## config.mk

```make
export PLATFORM = sky130hd
export DESIGN_NAME = asal_ram
export DESIGN_NICKNAME = d
export VERILOG_FILES = /design/src/design/asal_ram.sv
export SDC_FILE = /design/constraint.sdc
export NUM_CORES = 1
export LEC_CHECK = 0
export ABC_AREA = 1
export BUFFER_PORTS_ARGS = -buffer_cell sky130_fd_sc_hd__buf_2
export CAP_MARGIN = 0
export CELL_PAD_IN_SITES_DETAIL_PLACEMENT = 1
export CELL_PAD_IN_SITES_GLOBAL_PLACEMENT = 1
export CORE_ASPECT_RATIO = 0.9
export CORE_MARGIN = 4
export CORE_UTILIZATION = 52
export DETAILED_ROUTE_END_ITERATION = 10
export PLACE_DENSITY_LB_ADDON = 0.1
export SKIP_LAST_GASP = 1
export SYNTH_ARGS = -nofsm -noshare
export SYNTH_HDL_FRONTEND = slang
export SYNTH_SLANG_ARGS = --single-unit
export TNS_END_PERCENT = 50
```

## constraint.sdc

```tcl
create_clock -name clk -period 2.4 [get_ports clk]
set_input_delay 0.12 -clock clk [delete_from_list [all_inputs] [get_ports clk]]
set_output_delay 0.12 -clock clk [all_outputs]
set_load 0.02 [all_outputs]
```

## src/design/asal_ram.sv

```systemverilog
module asal_ram #(
  parameter int WIDTH = 8,
  parameter int DEPTH = 16
) (
  input  logic                     clk,
  input  logic                     we,
  input  logic [$clog2(DEPTH)-1:0] waddr,
  input  logic [WIDTH-1:0]         wdata,
  input  logic [$clog2(DEPTH)-1:0] raddr,
  output logic [WIDTH-1:0]         rdata
);
  logic [WIDTH-1:0] mem [DEPTH];

  always_ff @(posedge clk) begin
    if (we) begin
      mem[waddr] <= wdata;
    end
    rdata <= mem[raddr];
  end
endmodule

```

==> results.yml, run 1 <==
outcome:
  run_status: "completed"
min_path:
  hold_path.class: "in2reg"
setup_path:
  critical_path_arrival_ns: 1.47
  start_kind: "primary input"
  path_cells: "buf_2 -> buf_4 -> nand2_1 -> nand3_1 -> nand3_1 -> nand3_1 -> nand2_1"
  crit_fanout: 64
  critPathTopFamily: "simple AND/OR/NAND/NOR gates"
  cp.required_ns: 2.71
  slowest_stage: "buf_4"
  worst-path-buf-inv: 2
  worst-setup-path-type: "in2reg"
  end_kind: "flip-flop"
  crit_path_frequent_cell: "nand3_1"
  slowest_delay_ns: 0.57
grt:
  grt_pass1_wl_um: 23600
  gr-usage-all-layers_pct: 25.4
  met1_usage_pct: 33.5
  grt_busiest_layer: "met2"
  antenna_found_initial: 0
  grt_pass1_vias: 4120
  overflow: 0
  grtUsageMet2_pct: 41.3
  grt_max_degree: 65
  grtUsageMet3_pct: 5.41
detailed_routing:
  routedWlPerCell_um: 20.2
  first_pass_iters: 5
  route.detailed.drc: 0
  vias: 3910
  drt-initial-drc-count: 372
  ant_nets: 0
  avgViaCountPerCell: 5.23
  routed_wl_um: 15100
synthesis:
  synth.distinct_cells: 12
  synth-seq-cells: 136
  yosys_warnings: 0
  syn_area_um2: 5770
  ys_seq_area_share_pct: 69.4
  syn_inst: 551
  post_synth.cell_area_avg_um2: 10.5
  synth_fp_nets: 569
clock_network:
  clockBufferDepth: 2
  cts_resized: 0
  cts_setup_buffers: 0
  numCtsBuffers: 17
  clk_latency_ns: 0.43
  cts_tree: "yes"
  cts_hold_buf: 0
  h-tree-depth: 4
  clock-sinks: 136
  cts_root_buf: "clkbuf_16"
  clk_pin_slew_ns: 0.06
pwr:
  p_per_area_nw_per_um2: 861
  clockPowerShare_pct: 47.0
  netSwitchingPower_mw: 1.24
  swShare_pct: 21.8
  power.static_leakage_nw: 2.87
  combPwrFrac_pct: 6.1
  p_total_mw: 5.70
  p_int_mw: 4.46
  ir_drop_mv: 0.642
  seq_power_share_pct: 46.9
sta:
  drv_slew: 0
  tightest_slew_ns: 0.872
  fmax_mhz: 859
  hold_viol_final: 0
  setup_violations: 0
  min_period_ns: 1.16
  rsz0062_at_grt: "no"
  clock_skew_ns: 0.00602
  min_period_over_period_pct: 48.5
  tns_ns: 0
  slew_headroom_pct: 41.6
cells_and_area:
  final_cell_mix: "173 x nand2_1, 128 x edfxtp_1, 100 x inv_1, 97 x nand3_1, 25 x buf_2"
  drive_above_1_share_pct: 11.7
  area.growth.synth_to_final_pct: 14.9
  fin_nets: 601
  antenna_cells: 0
  layout_commonest_cell: "nand2_1"
placed_design:
  gp_congestion: 0.819
  io_buffer_count: 25
  hpwlAfterDp_um: 9070
floorplanning:
  dieArea_um2: 12800
  die_h_um: 108
  rows: 36
  start_util_pct: 53.1
  core_um2: 10900
  die_w_um: 119
  ios: 26
job:
  drv_cap: 0
per-layer routing:
layer  up-vias  routed length, um
met4         0                342
met2       119               7280
met3        21                827
met5         -                  0
met1      1935               6650
li1       1835                  -
power by group through the flow:
stage          Combinational [mW]  Clock (mW)  Sequential (mW)
2_1_floorplan               0.187           0             2.74
3_3_place_gp                0.327           0             2.72
3_5_place_dp                0.343           0             2.72
4_1_cts                     0.349        2.72             2.67
5_1_grt                     0.385        2.84             2.68
6_report                    0.348        2.68             2.67
cells in the mapped netlist, drive strengths merged:
cell,count,share of area [%]
buf,24,2.9
dfxtp,8,2.8
edfxtp,128,67
inv,102,6.6
nand2,173,11
nand3,97,8.4
nand3b,2,0.26
nor2,17,1.1
state kept, by name, indices dropped and copies added, names as in the netlist:
register and cells:
rdata 8, mem 128
worst paths after layout:
path	from	to	slack, ns	cells after the start
worst max register to register	mem[11][4]	rdata[4]	1.32	6
worst min-delay path	raddr[3]	rdata[0]	0.09	3
worst min register to register	mem[7][2]	rdata[2]	0.70	6
worst max-delay path	raddr[0]	rdata[4]	1.24	7
cell families (layout without fill, tap and decap cells):
logic type | after synthesis | count (layout) | share of synthesized area [%]
AND/OR/NAND/NOR | 289 | 289 | 21.0
buffers and inverters | 126 | 171 | 9.52
flip-flops | 136 | 136 | 69.4
through the flow:
step                utilization, %  hold slack [ns]  cells  area [um2]  worst slack (ns)
floorplan                        -            0.219    551        5770              1.33
global placement              55.4            0.516    716        6020             0.925
detailed placement            55.4            0.516    716        6020             0.863
CTS                           61.1           0.0673    748        6630              1.25
global route                  61.1           0.0882    748        6630              1.19
finish                        61.1           0.0919    748        6630              1.24
cell type report:
class / instances / area, um2
Multi-Input combinational cell: 289 / 1210
Clock inverter: 15 / 184
Timing Repair Buffer: 37 / 228
Sequential cell: 136 / 4000
Tap cell: 152 / 190
Fill cell: 1165 / 4230
Clock buffer: 17 / 425
Inverter: 102 / 383
worst register-to-register path: cells and delay by family, from the launching register on:
kind	cells	cell delay [ns]
AND/OR/NAND/NOR	5	0.57
flip-flops	1	0.36
buffers and inverters	1	0.06
Note: power is estimated with default switching activity, not from simulation.
==> run 2, diff against run 1 <==
- CORE_UTILIZATION: 52 -> 44
- clock period: 2.4 -> 1 ns (I/O delays scaled with it)
==> results.yml, run 2 (same netlist as run 1, synthesis figures left out) <==
outcome:
  run_status: "completed"
clock_network:
  cts_setup_buffers: 0
  clk_latency_ns: 0.42
  h-tree-depth: 4
  numCtsBuffers: 17
  cts_root_buf: "clkbuf_16"
  clock-sinks: 136
  cts_tree: "yes"
  clk_pin_slew_ns: 0.06
  clockBufferDepth: 2
floorplanning:
  rows: 39
  dieArea_um2: 15000
  ios: 26
  die_h_um: 117
  start_util_pct: 45.1
  die_w_um: 129
  core_um2: 12800
sta:
  setup_violations: 0
  drv_slew: 0
  slew_headroom_pct: 72.6
  clock_skew_ns: 0.00848
  min_period_ns: 0.982
  fmax_mhz: 1020
  tightest_slew_ns: 0.412
  rsz0062_at_grt: "yes"
  hold_viol_final: 0
  min_period_over_period_pct: 98.2
min_path:
  min_path_cells: 1
  hold_path.class: "in2reg"
setup_path:
  end_kind: "output port"
  cp.depth: 1
  cp.required_ns: 0.95
  r2r_slack_ns: 0.02
  critical_path_arrival_ns: 0.93
  reg2regPathDepth: 6
  crit_fanout: 1
  start_kind: "flip-flop"
  slowest_delay_ns: 0.36
  slowest_stage: "dfxtp_1"
  worst-path-buf-inv: 1
  path_cells: "buf_4"
  critPathTopFamily: "flip-flops"
  worst-setup-path-type: "reg2out"
grt:
  grt_max_degree: 37
  gr-usage-all-layers_pct: 21.6
  grt_pass1_wl_um: 23600
  antenna_found_initial: 0
  overflow: 0
  grt_pass1_vias: 4257
placed_design:
  gp_congestion: 0.788
  hpwlAfterDp_um: 9650
  io_buffer_count: 25
  placed_cell_area_um2: 6310
cells_and_area:
  registers.top_by_ff_count: "mem"
  layout_commonest_cell: "nand2_1"
  finalInstanceArea_um2: 7070
  multi_input_area_um2: 1330
  fin_nets: 626
  fillers: 1368
  largest_register_ffs: 128
  top_regs: "mem (128), rdata (8)"
  final_cell_mix: "171 x nand2_1, 128 x edfxtp_1, 100 x inv_1, 77 x nand3_1, 28 x buf_4"
  area.growth.synth_to_final_pct: 22.5
  antenna_cells: 0
  drive_above_1_share_pct: 18.5
  seq_area_um2: 4000
detailed_routing:
  avgViaCountPerCell: 4.95
  routedWlPerCell_um: 18.8
  routed_wl_um: 14800
  ant_nets: 0
  route.detailed.drc: 0
  drt-initial-drc-count: 244
  vias: 3888
  first_pass_iters: 5
pwr:
  netSwitchingPower_mw: 2.94
  power.static_leakage_nw: 3.10
  p_int_mw: 11.0
  ir_drop_mv: 1.59
  p_per_area_nw_per_um2: 1970
  combPwrFrac_pct: 7.0
  swShare_pct: 21.1
  clockPowerShare_pct: 47.0
  seq_power_share_pct: 46.0
  p_total_mw: 14.0
job:
  drv_cap: 0
[run 2: cell types whose count changed in the layout (fill, tap and decap cells not counted), sizes merged]
cell | before | now
buf | 37 | 61
bufinv | 4 | 3
clkbuf | 17 | 25
clkinv | 7 | 3
clkinvlp | 4 | 1
dlygate4sd3 | 0 | 1
[run 2: final timing paths]
kind / start / endpoint
worst max-delay path: rdata[7] / rdata[7]
worst min-delay path: wdata[2] / mem[4][2]
worst max register to register: mem[6][6] / rdata[6]
worst min register to register: mem[6][2] / rdata[2]
[run 2: area by class of cell]
| cell class | instances | area share [%] |
|---|---|---|
| clock buffers | 25 | 7.29 |
| clock inverters | 7 | 1.59 |
| inverters | 102 | 5.42 |
| multi-input cells | 289 | 18.8 |
| flip-flops and latches | 136 | 56.7 |
| well taps | 164 | 2.90 |
| repair buffers | 62 | 7.37 |
[run 2: metrics by stage]
step	setup TNS (ns)	hold slack (ns)	setup slack, ns	instances	util (%)
2_1_floorplan	-0.0540	0.149	-0.000845	551	-
3_3_place_gp	-3.22	0.398	-0.157	752	49.4
3_5_place_dp	-6.38	0.418	-0.191	752	49.4
4_1_cts	-0.0135	0.0434	-0.00999	785	54.5
5_1_grt	-0.162	0.0489	-0.0303	785	55.3
6_report	0	0.0437	0.0182	785	55.3
[run 2: power groups by stage]
stage	Combinational, mW	Clock (mW)	Sequential [mW]
6_report	0.975	6.56	6.41
5_1_grt	1.08	6.96	6.42
4_1_cts	0.950	6.66	6.42
3_5_place_dp	0.935	0	6.53
3_3_place_gp	0.909	0	6.53
2_1_floorplan	0.450	0	6.57
[run 2: layer usage]
metal | track usage, % | part of all wire [%] | wire, um | vias up
met5 | 0 | 0 | 0 | -
met4 | 5.46 | 1.1 | 159 | 0
met3 | 5.40 | 2.9 | 433 | 12
met2 | 36.6 | 50 | 7400 | 50
met1 | 28.2 | 46 | 6780 | 1937
li1 | - | - | - | 1889
[run 2: what timing repair did]
action | 4_1_cts | 5_1_grt
pin swaps | 0 | 7
hold endpoints to repair | 2 | 0
gates resized for setup | 2 | 22
hold buffers | 1 | 0
gates cloned | 0 | 0
endpoints found under the setup margin | 4 | 8
